`src/sv/checksum_frame_receive_parser_defines.svh`:
```
// ----------------------------------------------------------------------------
// Assertion macros for the checksum frame receive parser.
// Each macro takes a label, an antecedent and a consequent, and checks them
// on the rising edge of i_clk while reset is released.
// ----------------------------------------------------------------------------
`ifndef CHECKSUM_FRAME_RECEIVE_PARSER_DEFINES_SVH
`define CHECKSUM_FRAME_RECEIVE_PARSER_DEFINES_SVH

// Same-cycle implication.
`define CFRP_ASSERT_IMP(label, ante, cons) \
    label: assert property (@(posedge i_clk) disable iff (!i_rst_n) (ante) |-> (cons)) \
        else $error("cfrp assertion failed");

// Next-cycle implication.
`define CFRP_ASSERT_NXT(label, ante, cons) \
    label: assert property (@(posedge i_clk) disable iff (!i_rst_n) (ante) |=> (cons)) \
        else $error("cfrp assertion failed");

`endif

```
`src/sv/cfrp_pkg.sv`:
```
`timescale 1ns / 1ps
// ----------------------------------------------------------------------------
// cfrp_pkg
// Shared types, character codes and helpers for the frame receive parser.
// ----------------------------------------------------------------------------
package cfrp_pkg;

    // Default receive buffer depth and fixed field widths.
    localparam int BUFFER_DEPTH_DEF = 64;
    localparam int IDX_W            = 6;
    localparam int BYTE_W           = 8;

    // Operation codes.
    localparam logic OP_BYTE = 1'b0;
    localparam logic OP_ACK  = 1'b1;

    // Framing characters.
    localparam logic [BYTE_W-1:0] CH_NUL    = 8'h00;
    localparam logic [BYTE_W-1:0] CH_LF     = 8'h0A;
    localparam logic [BYTE_W-1:0] CH_CR     = 8'h0D;
    localparam logic [BYTE_W-1:0] CH_DOLLAR = 8'h24;
    localparam logic [BYTE_W-1:0] CH_STAR   = 8'h2A;

    // Checksum stage codes.
    localparam logic [1:0] STG_PAYLOAD = 2'd0;
    localparam logic [1:0] STG_HIGH    = 2'd1;
    localparam logic [1:0] STG_LOW     = 2'd2;
    localparam logic [1:0] STG_DONE    = 2'd3;

    // One input word.
    typedef struct packed {
        logic              op;
        logic [BYTE_W-1:0] rx_byte;
    } t_item;

    // One result word.
    typedef struct packed {
        logic              store_valid;
        logic [IDX_W-1:0]  store_index;
        logic [BYTE_W-1:0] store_byte;
        logic              frame_good;
        logic [IDX_W-1:0]  frame_length;
        logic              receiving;
        logic              done_held;
    } t_result;

    // Decoded hex digit.
    typedef struct packed {
        logic       ok;
        logic [3:0] val;
    } t_hex;

    // Upper-case hex digit decode: '0'-'9' and 'A'-'F' only.
    function automatic t_hex hex_decode(input logic [BYTE_W-1:0] c);
        t_hex h;
        logic [BYTE_W-1:0] d;
        h = '0;
        d = '0;
        if (c > 8'd47 && c < 8'd58) begin
            d     = c - 8'd48;
            h.ok  = 1'b1;
            h.val = d[3:0];
        end else if (c > 8'd64 && c < 8'd71) begin
            d     = c - 8'd55;
            h.ok  = 1'b1;
            h.val = d[3:0];
        end
        return h;
    endfunction

endpackage

```
`src/sv/checksum_frame_receive_parser.sv`:
```
`timescale 1ns / 1ps
// ----------------------------------------------------------------------------
// checksum_frame_receive_parser
// Receive parser for '$' payload '*' hex hex CR/LF frames with XOR checksum.
// ----------------------------------------------------------------------------
// Usage:
// The input channel (i_in_valid / o_in_ready) carries one word per cycle:
// i_op selects a received byte (i_rx_byte) or a software acknowledge that
// clears the held done flag. The output channel (o_out_valid / i_out_ready)
// returns exactly one result word per input word: a buffer store request
// (o_store_valid, o_store_index, o_store_byte), a frame_good pulse with the
// frame length, and the in-frame and done flags after that word.
// An accepted word sits in the input register while the parser forms its
// result, which loads the result register once that register has room.
// Throughput is one word per cycle while the receiver keeps i_out_ready high,
// set by the single parser pass that updates the frame state and loads the
// result register in the same cycle.
// Reset (i_rst_n low, synchronous) empties both registers and clears the
// frame state, count, XOR and received checksum.
// When the receiver stalls, the result register holds its word, the input
// register fills, and o_in_ready drops until the output drains.
// ----------------------------------------------------------------------------
`include "checksum_frame_receive_parser_defines.svh"

module checksum_frame_receive_parser #(
    parameter int BUFFER_DEPTH = cfrp_pkg::BUFFER_DEPTH_DEF
) (
    input  logic                           i_clk,
    input  logic                           i_rst_n,
    input  logic                           i_in_valid,
    output logic                           o_in_ready,
    input  logic                           i_op,
    input  logic [cfrp_pkg::BYTE_W-1:0]    i_rx_byte,
    output logic                           o_out_valid,
    input  logic                           i_out_ready,
    output logic                           o_store_valid,
    output logic [cfrp_pkg::IDX_W-1:0]     o_store_index,
    output logic [cfrp_pkg::BYTE_W-1:0]    o_store_byte,
    output logic                           o_frame_good,
    output logic [cfrp_pkg::IDX_W-1:0]     o_frame_length,
    output logic                           o_receiving,
    output logic                           o_done_held
);

    cfrp_pkg::t_item   in_item;
    cfrp_pkg::t_item   held_item;
    cfrp_pkg::t_result step_result;
    cfrp_pkg::t_result out_result;
    logic              held_valid;
    logic              out_space;
    logic              advance;

    assign in_item.op      = i_op;
    assign in_item.rx_byte = i_rx_byte;

    // A held word moves through the parser whenever the result register has room.
    assign advance = held_valid && out_space;

    cfrp_in_stage u_in_stage (
        .i_clk     (i_clk),
        .i_rst_n   (i_rst_n),
        .i_valid   (i_in_valid),
        .i_item    (in_item),
        .i_advance (advance),
        .o_ready   (o_in_ready),
        .o_valid   (held_valid),
        .o_item    (held_item)
    );

    cfrp_parser #(
        .BUFFER_DEPTH (BUFFER_DEPTH)
    ) u_parser (
        .i_clk    (i_clk),
        .i_rst_n  (i_rst_n),
        .i_step   (advance),
        .i_item   (held_item),
        .o_result (step_result)
    );

    cfrp_out_stage u_out_stage (
        .i_clk    (i_clk),
        .i_rst_n  (i_rst_n),
        .i_load   (advance),
        .i_result (step_result),
        .i_ready  (i_out_ready),
        .o_space  (out_space),
        .o_valid  (o_out_valid),
        .o_result (out_result)
    );

    // Result fields to ports.
    assign o_store_valid  = out_result.store_valid;
    assign o_store_index  = out_result.store_index;
    assign o_store_byte   = out_result.store_byte;
    assign o_frame_good   = out_result.frame_good;
    assign o_frame_length = out_result.frame_length;
    assign o_receiving    = out_result.receiving;
    assign o_done_held    = out_result.done_held;

    // A good frame closes the frame and holds done; it never stores a byte.
    `CFRP_ASSERT_IMP(a_good_closes, o_out_valid && o_frame_good, !o_store_valid && o_done_held && !o_receiving)

    // A store only happens inside an open frame with done clear.
    `CFRP_ASSERT_IMP(a_store_in_frame, o_out_valid && o_store_valid, o_receiving && !o_done_held)

    // Full input register behind a stalled output blocks new words.
    `CFRP_ASSERT_IMP(a_stall_blocks, held_valid && o_out_valid && !i_out_ready, !o_in_ready)

    // A stalled result word stays in place.
    `CFRP_ASSERT_NXT(a_stall_holds, o_out_valid && !i_out_ready, o_out_valid && $stable(out_result))

endmodule

```
`src/sv/cfrp_in_stage.sv`:
```
`timescale 1ns / 1ps
// ----------------------------------------------------------------------------
// cfrp_in_stage
// Input register: captures one word per cycle while it has room and holds it
// until the parser advances.
// ----------------------------------------------------------------------------
module cfrp_in_stage (
    input  logic            i_clk,
    input  logic            i_rst_n,
    input  logic            i_valid,
    input  cfrp_pkg::t_item i_item,
    input  logic            i_advance,
    output logic            o_ready,
    output logic            o_valid,
    output cfrp_pkg::t_item o_item
);

    logic            r_valid;
    logic            n_valid;
    cfrp_pkg::t_item r_item;

    // The register frees up whenever its word moves on to the parser.
    assign o_ready = !r_valid || i_advance;

    always_comb begin
        n_valid = r_valid;
        if (i_valid && o_ready) begin
            n_valid = 1'b1;
        end else if (i_advance) begin
            n_valid = 1'b0;
        end
    end

    always_ff @(posedge i_clk) begin
        if (!i_rst_n) begin
            r_valid <= 1'b0;
        end else begin
            r_valid <= n_valid;
        end
    end

    // Payload needs no reset.
    always_ff @(posedge i_clk) begin
        if (i_valid && o_ready) begin
            r_item <= i_item;
        end
    end

    assign o_valid = r_valid;
    assign o_item  = r_item;

endmodule

```
`src/sv/cfrp_parser.sv`:
```
`timescale 1ns / 1ps
// ----------------------------------------------------------------------------
// cfrp_parser
// Frame state and per-word decode: tracks the open frame, checksum stage,
// payload count and running XOR, and forms the result for each word.
// ----------------------------------------------------------------------------
module cfrp_parser #(
    parameter int BUFFER_DEPTH = cfrp_pkg::BUFFER_DEPTH_DEF
) (
    input  logic              i_clk,
    input  logic              i_rst_n,
    input  logic              i_step,
    input  cfrp_pkg::t_item   i_item,
    output cfrp_pkg::t_result o_result
);

    localparam int IW      = cfrp_pkg::IDX_W;
    localparam int BW      = cfrp_pkg::BYTE_W;
    localparam int IDX_MAX = (1 << IW) - 1;
    localparam int CAP     = (BUFFER_DEPTH - 1 > IDX_MAX) ? IDX_MAX : BUFFER_DEPTH - 1;
    // One buffer slot stays free for the end mark.
    localparam logic [IW-1:0] CAP_CNT = IW'(CAP);

    logic          r_in_frame;
    logic          n_in_frame;
    logic          r_done;
    logic          n_done;
    logic [1:0]    r_stage;
    logic [1:0]    n_stage;
    logic [IW-1:0] r_count;
    logic [IW-1:0] n_count;
    logic [BW-1:0] r_xor;
    logic [BW-1:0] n_xor;
    logic [BW-1:0] r_check;
    logic [BW-1:0] n_check;

    cfrp_pkg::t_hex    hex;
    cfrp_pkg::t_result res;
    logic [BW-1:0]     b;
    logic              is_term;

    assign b       = i_item.rx_byte;
    assign hex     = cfrp_pkg::hex_decode(b);
    assign is_term = (b == cfrp_pkg::CH_CR) || (b == cfrp_pkg::CH_LF);

    // Next state and result for the word at the head of the input register.
    always_comb begin
        n_in_frame = r_in_frame;
        n_done     = r_done;
        n_stage    = r_stage;
        n_count    = r_count;
        n_xor      = r_xor;
        n_check    = r_check;
        res        = '0;

        if (i_item.op == cfrp_pkg::OP_ACK) begin
            n_done = 1'b0;
        end else if (!r_done && b != cfrp_pkg::CH_NUL) begin
            if (b == cfrp_pkg::CH_DOLLAR) begin
                // Start mark opens a fresh frame; the received check is kept.
                n_in_frame = 1'b1;
                n_stage    = cfrp_pkg::STG_PAYLOAD;
                n_count    = '0;
                n_xor      = '0;
            end else if (is_term) begin
                // A terminator only counts after both digits of a non-empty frame.
                if (r_count != '0 && r_in_frame && r_stage == cfrp_pkg::STG_DONE) begin
                    n_in_frame = 1'b0;
                    if (r_xor == r_check) begin
                        n_done           = 1'b1;
                        res.frame_good   = 1'b1;
                        res.frame_length = r_count;
                    end
                end
            end else if (b == cfrp_pkg::CH_STAR) begin
                n_stage = cfrp_pkg::STG_HIGH;
            end else if (r_in_frame) begin
                unique case (r_stage)
                    cfrp_pkg::STG_PAYLOAD: begin
                        if (r_count < CAP_CNT) begin
                            n_xor           = r_xor ^ b;
                            res.store_valid = 1'b1;
                            res.store_index = r_count;
                            res.store_byte  = b;
                            n_count         = r_count + 1'b1;
                        end else begin
                            // Buffer full: the byte is dropped and the frame aborts.
                            n_in_frame = 1'b0;
                        end
                    end
                    cfrp_pkg::STG_HIGH: begin
                        if (hex.ok) begin
                            n_check = {hex.val, 4'h0};
                        end else begin
                            n_in_frame = 1'b0;
                        end
                        n_stage = cfrp_pkg::STG_LOW;
                    end
                    cfrp_pkg::STG_LOW: begin
                        if (hex.ok) begin
                            n_check = {r_check[BW-1:4], hex.val};
                        end else begin
                            n_in_frame = 1'b0;
                        end
                        n_stage = cfrp_pkg::STG_DONE;
                    end
                    default: begin
                        // A byte after the digits that is not a terminator, start mark, star or NUL aborts.
                        n_in_frame = 1'b0;
                    end
                endcase
            end
        end

        res.receiving = n_in_frame;
        res.done_held = n_done;
    end

    // Control state.
    always_ff @(posedge i_clk) begin
        if (!i_rst_n) begin
            r_in_frame <= 1'b0;
            r_done     <= 1'b0;
            r_stage    <= cfrp_pkg::STG_PAYLOAD;
            r_count    <= '0;
            r_xor      <= '0;
            r_check    <= '0;
        end else if (i_step) begin
            r_in_frame <= n_in_frame;
            r_done     <= n_done;
            r_stage    <= n_stage;
            r_count    <= n_count;
            r_xor      <= n_xor;
            r_check    <= n_check;
        end
    end

    assign o_result = res;

endmodule

```
`src/sv/cfrp_out_stage.sv`:
```
`timescale 1ns / 1ps
// ----------------------------------------------------------------------------
// cfrp_out_stage
// Result register: holds one result word until the receiver takes it.
// ----------------------------------------------------------------------------
module cfrp_out_stage (
    input  logic              i_clk,
    input  logic              i_rst_n,
    input  logic              i_load,
    input  cfrp_pkg::t_result i_result,
    input  logic              i_ready,
    output logic              o_space,
    output logic              o_valid,
    output cfrp_pkg::t_result o_result
);

    logic              r_valid;
    logic              n_valid;
    cfrp_pkg::t_result r_result;

    // A new word may load when the register is empty or drains this cycle.
    assign o_space = !r_valid || i_ready;

    always_comb begin
        n_valid = r_valid;
        if (i_load) begin
            n_valid = 1'b1;
        end else if (i_ready) begin
            n_valid = 1'b0;
        end
    end

    always_ff @(posedge i_clk) begin
        if (!i_rst_n) begin
            r_valid <= 1'b0;
        end else begin
            r_valid <= n_valid;
        end
    end

    always_ff @(posedge i_clk) begin
        if (i_load) begin
            r_result <= i_result;
        end
    end

    assign o_valid  = r_valid;
    assign o_result = r_result;

endmodule
```
`config.mk`:
```
export PLATFORM = sky130hd
export DESIGN_NAME = checksum_frame_receive_parser
export DESIGN_NICKNAME = d
export VERILOG_FILES = /design/src/sv/cfrp_pkg.sv /design/src/sv/checksum_frame_receive_parser.sv /design/src/sv/cfrp_in_stage.sv /design/src/sv/cfrp_parser.sv /design/src/sv/cfrp_out_stage.sv
export VERILOG_INCLUDE_DIRS = /design/src /design/src/sv
export SDC_FILE = /design/constraint.sdc
export NUM_CORES = 1
export LEC_CHECK = 0
export ABC_CLOCK_PERIOD_IN_PS = 7460
export BUFFER_PORTS_ARGS = -buffer_cell sky130_fd_sc_hd__buf_2
export CAP_MARGIN = 0
export CORE_MARGIN = 1
export CORE_UTILIZATION = 50
export DETAILED_ROUTE_END_ITERATION = 16
export GPL_TIMING_DRIVEN = 0
export HOLD_SLACK_MARGIN = 0.03
export MAX_ROUTING_LAYER = met4
export PLACE_DENSITY = 0.79
export REMOVE_ABC_BUFFERS = 1
export SYNTH_ARGS = -nofsm -noshare
export SYNTH_HDL_FRONTEND = slang
export SYNTH_SLANG_ARGS = --single-unit
```
`constraint.sdc`:
```
create_clock -name i_clk -period 7.46 [get_ports i_clk]
set_input_delay 1.119 -clock i_clk [delete_from_list [all_inputs] [get_ports i_clk]]
set_output_delay 1.119 -clock i_clk [all_outputs]
set_load 0.1 [all_outputs]
```
==> flow_results.xml <==
<?xml version="1.0" encoding="UTF-8"?>
<metrics>
  <group name="status">
    <metric name="outcome" unit="">finished, final reports clean</metric>
  </group>
  <group name="clocking">
    <metric name="cts_bufs_inserted" unit="">9</metric>
    <metric name="cts_resized" unit="">0</metric>
    <metric name="worst_skew_pair.late_latency" unit="ps">340</metric>
    <metric name="clockBufferDepth" unit="">2</metric>
    <metric name="cts.sink_count" unit="">61</metric>
    <metric name="cts_hold_repair.buffers" unit="">0</metric>
    <metric name="post_cts.repair.setup_buffers" unit="">0</metric>
    <metric name="h-tree-depth" unit="">3</metric>
    <metric name="cts_root_buf" unit="">sky130_fd_sc_hd__clkbuf_8</metric>
    <metric name="tritoncts_clock_tree" unit="">done</metric>
    <metric name="path_clk_slew" unit="ps">60</metric>
  </group>
  <group name="setup_path">
    <metric name="crit_buf_inv" unit="">2</metric>
    <metric name="worst_ep_required_time" unit="ps">6340</metric>
    <metric name="critical-path-top-delay-family" unit="">buffers and inverters</metric>
    <metric name="crit_path_frequent_cell" unit="">sky130_fd_sc_hd__buf_2</metric>
    <metric name="crit_path_start_kind" unit="">primary input</metric>
    <metric name="timing.critical_path.slowest_stage_cell" unit="">sky130_fd_sc_hd__buf_2</metric>
    <metric name="cells_along_the_critical_path" unit="">buf_2, nor2b_1, nand2_1, buf_2</metric>
    <metric name="crit_arrival" unit="ps">1880</metric>
    <metric name="timing.critical_path.slowest_cell_delay" unit="ps">300</metric>
    <metric name="worst_setup_path_end_kind" unit="">output port</metric>
    <metric name="crit_path_max_fanout" unit="">4</metric>
    <metric name="path_class" unit="">in -&gt; out</metric>
  </group>
  <group name="yosys">
    <metric name="netlist-cell-type-count" unit="">52</metric>
    <metric name="netlist_area" unit="sq mm">0.003078</metric>
    <metric name="synthesis.area_per_instance" unit="sq um">10.65</metric>
    <metric name="yosysTopAreaCell" unit="">sky130_fd_sc_hd__edfxtp_1</metric>
    <metric name="dominantRegCellSynth" unit="">sky130_fd_sc_hd__edfxtp_1</metric>
    <metric name="synth.yosys.seq_area_share" unit="%">50.41</metric>
    <metric name="asyncSetResetFlopFracSynth" unit="%">0</metric>
    <metric name="synth_largest_type_area_fraction" unit="%">32.20</metric>
    <metric name="synthTopCellsByArea" unit="">sky130_fd_sc_hd__edfxtp_1 (32%), sky130_fd_sc_hd__dfxtp_1 (18%), sky130_fd_sc_hd__ha_1 (4.5%), sky130_fd_sc_hd__mux2i_1 (3.9%), sky130_fd_sc_hd__nand2_1 (3.4%)</metric>
    <metric name="post_synth_inst_count" unit="">289</metric>
    <metric name="synth_edf_count" unit="">33</metric>
    <metric name="synth-seq-cells" unit="">61</metric>
    <metric name="synthesis.yosys.warnings" unit="">0</metric>
    <metric name="synth_top_cells_by_count" unit="">sky130_fd_sc_hd__edfxtp_1 (33), sky130_fd_sc_hd__dfxtp_1 (28), sky130_fd_sc_hd__nand2_1 (28)</metric>
    <metric name="most_frequent_cell_after_synthesis" unit="">sky130_fd_sc_hd__edfxtp_1</metric>
  </group>
  <group name="grt">
    <metric name="first_global_vias" unit="">2186</metric>
    <metric name="antenna_found_initial" unit="">0</metric>
    <metric name="grt_first_pass_wirelength" unit="um">10200</metric>
    <metric name="grt_start_max_net_pins" unit="">27</metric>
    <metric name="grt-ovfl-total" unit="">0</metric>
    <metric name="grtUsageTotal" unit="%">22.03</metric>
  </group>
  <group name="floorplanning">
    <metric name="die_area" unit="sq mm">0.006474</metric>
    <metric name="dieHeight" unit="um">80.46</metric>
    <metric name="initial_utilization" unit="%">51.99</metric>
    <metric name="ios" unit="">39</metric>
    <metric name="fp.coreArea" unit="sq mm">0.005921</metric>
    <metric name="floorplan.die.width" unit="um">80.46</metric>
    <metric name="rows" unit="">28</metric>
  </group>
  <group name="routing">
    <metric name="via_count" unit="">2312</metric>
    <metric name="antenna_violating_nets_post_route" unit="">0</metric>
    <metric name="totalWireLength" unit="um">6213</metric>
    <metric name="first_iter_violations" unit="">129</metric>
    <metric name="viasPerCell" unit="">5.681</metric>
    <metric name="detail_route.drc_violations" unit="">0</metric>
    <metric name="wire_per_inst" unit="um">15.27</metric>
    <metric name="drtPass1Iterations" unit="">4</metric>
  </group>
  <group name="sta">
    <metric name="final-max-slew-violation-count" unit="">0</metric>
    <metric name="achievable-frequency" unit="MHz">333.4</metric>
    <metric name="finalCriticalPeriod" unit="ps">2999</metric>
    <metric name="max_slew.worst_pin.slew" unit="ps">1036</metric>
    <metric name="timing.final.crit_share" unit="%">40.20</metric>
    <metric name="final.setup_skew" unit="ps">5.321</metric>
    <metric name="final.setup.tns" unit="ps">0</metric>
    <metric name="setup_repair_after_global_routing_missed_its_margin" unit="">false</metric>
    <metric name="timing.final.hold_violations" unit="">0</metric>
    <metric name="max_slew_margin" unit="%">30.47</metric>
    <metric name="report.final.setup_viol" unit="">0</metric>
  </group>
  <group name="cells_and_area">
    <metric name="design_area" unit="sq mm">0.003507</metric>
    <metric name="antenna_cells_inserted" unit="">0</metric>
    <metric name="drive_above_1_share" unit="%">19.58</metric>
    <metric name="flow.area_growth_from_synthesis" unit="%">13.94</metric>
    <metric name="final_net_count" unit="">352</metric>
  </group>
  <group name="power_and_ir_drop">
    <metric name="pwr_density_cell" unit="mW/mm^2">200.3</metric>
    <metric name="fin_total_pwr" unit="uW">702.3</metric>
    <metric name="static-leakage-power" unit="uW">0.001402</metric>
    <metric name="ir_drop" unit="uV">152.9</metric>
  </group>
  <group name="job">
    <metric name="max_cap_violations" unit="">0</metric>
  </group>
  <group name="placed_design">
    <metric name="dpl_cell_area" unit="sq mm">0.003327</metric>
    <metric name="buffer_ports.inserted" unit="">38</metric>
    <metric name="place_congestion" unit="">0.8429</metric>
    <metric name="detailedPlacementHpwl" unit="um">4409</metric>
  </group>
  <group name="worst_hold_path">
    <metric name="worstHoldPathType" unit="">reg -&gt; reg</metric>
  </group>
</metrics>
-- placed cells by master, fill, tap and decap left out, types with 3 or more instances in the layout --
| master | n |
|---|---|
| sky130_fd_sc_hd__nand4_1 | 3 |
| sky130_fd_sc_hd__clkbuf_8 | 9 |
| sky130_fd_sc_hd__nand4b_1 | 3 |
| sky130_fd_sc_hd__and2_1 | 14 |
| sky130_fd_sc_hd__dfxtp_1 | 28 |
| sky130_fd_sc_hd__buf_2 | 38 |
| sky130_fd_sc_hd__o211a_1 | 3 |
| sky130_fd_sc_hd__edfxtp_1 | 33 |
| sky130_fd_sc_hd__nor3_2 | 3 |
| sky130_fd_sc_hd__mux2i_1 | 12 |
| sky130_fd_sc_hd__nor3_1 | 3 |
| sky130_fd_sc_hd__o21ai_0 | 12 |
| sky130_fd_sc_hd__nand3_1 | 17 |
| sky130_fd_sc_hd__nor2_1 | 10 |
| sky130_fd_sc_hd__or4_1 | 3 |
| sky130_fd_sc_hd__nor4_1 | 11 |
| sky130_fd_sc_hd__inv_1 | 10 |
| sky130_fd_sc_hd__o31ai_1 | 4 |
| sky130_fd_sc_hd__or3_1 | 6 |
| sky130_fd_sc_hd__nand2b_1 | 3 |
| sky130_fd_sc_hd__and3_1 | 3 |
| sky130_fd_sc_hd__nor2b_1 | 4 |
| sky130_fd_sc_hd__ha_1 | 11 |
| sky130_fd_sc_hd__o21a_1 | 4 |
| sky130_fd_sc_hd__xor2_1 | 12 |
| sky130_fd_sc_hd__nand2_1 | 28 |
| sky130_fd_sc_hd__a21oi_1 | 13 |
-- state kept, by name, summed over array words and instances (netlist names) --
register and count:
u_parser.r_stage 2, u_parser.r_count 6, u_parser.r_check 8, u_in_stage.o_valid 1, u_in_stage.o_item 9, u_parser.r_in_frame 1
u_out_stage.o_result 24, u_parser.r_xor 8, u_out_stage.o_valid 1, u_parser.r_done 1
-- kinds of logic (layout without fill, tap and decap cells) --
logic type / Yosys count / count (layout) / share of synthesized area [%]
AOI/OAI and AO/OA: 49 / 49 / 10.98
muxes: 13 / 13 / 4.390
and+or+nand+nor: 120 / 120 / 22.60
adders and majority gates: 11 / 11 / 4.471
DFF: 61 / 61 / 50.41
xor gates and xnor gates: 13 / 13 / 3.699
buffers and inverters: 22 / 65 / 3.455
-- final timing paths --
path                        startpoint                  end  slack [ps]  cells past startpoint
hold reg to reg    u_parser.r_check[4]  u_parser.r_check[4]         470                      2
setup reg to reg  u_in_stage.o_item[1]    u_parser.r_xor[6]        4810                      6
setup / recovery           i_out_ready           o_in_ready        4460                      4
hold / removal     u_parser.r_check[4]  u_parser.r_check[4]         470                      2
-- report_power, final --
part / leakage, uW / total (uW) / switching [uW] / internal (uW)
clock: 0.0000835 / 270 / 120 / 150
combinational: 0.000760 / 62.2 / 48.0 / 14.2
sequential: 0.000558 / 370 / 8.93 / 361
-- stage by stage --
step | std cells | util, % | setup slack, ps | hold slack [ps]
floorplan | 278 | - | 4327 | 446.3
global placement | 391 | 55.68 | 3766 | 456.6
detailed placement | 392 | 56.19 | 4464 | 470.6
CTS | 407 | 59.24 | 4463 | 479.6
global route | 407 | 59.24 | 4401 | 496.9
finish | 407 | 59.24 | 4461 | 474.1
-- cell type report --
type,count,area [sq um]
Inverter,11,41.29
Timing Repair Buffer,39,217.7
Sequential cell,61,1551
Tap cell,75,93.84
Clock buffer,10,127.6
Fill cell,490,2414
Clock inverter,5,52.55
Multi-Input combinational cell,206,1423
-- per-layer routing --
| metal | track usage [%] | routed length (um) | part of all wire [%] |
|---|---|---|---|
| met1 | 25.99 | 2710 | 44 |
| met2 | 34.15 | 3052 | 49 |
| met3 | 7.045 | 320 | 5.2 |
| met4 | 10.18 | 129 | 2.1 |
| met5 | - | 0 | 0 |
-- tightest hold or removal path, delay by kind of cell (launching register included) --
family | cells | cell delay [ps]
DFF | 1 | 320
muxes | 1 | 60
and+or+nand+nor | 1 | 50
Note: power is estimated with default switching activity, not from simulation.
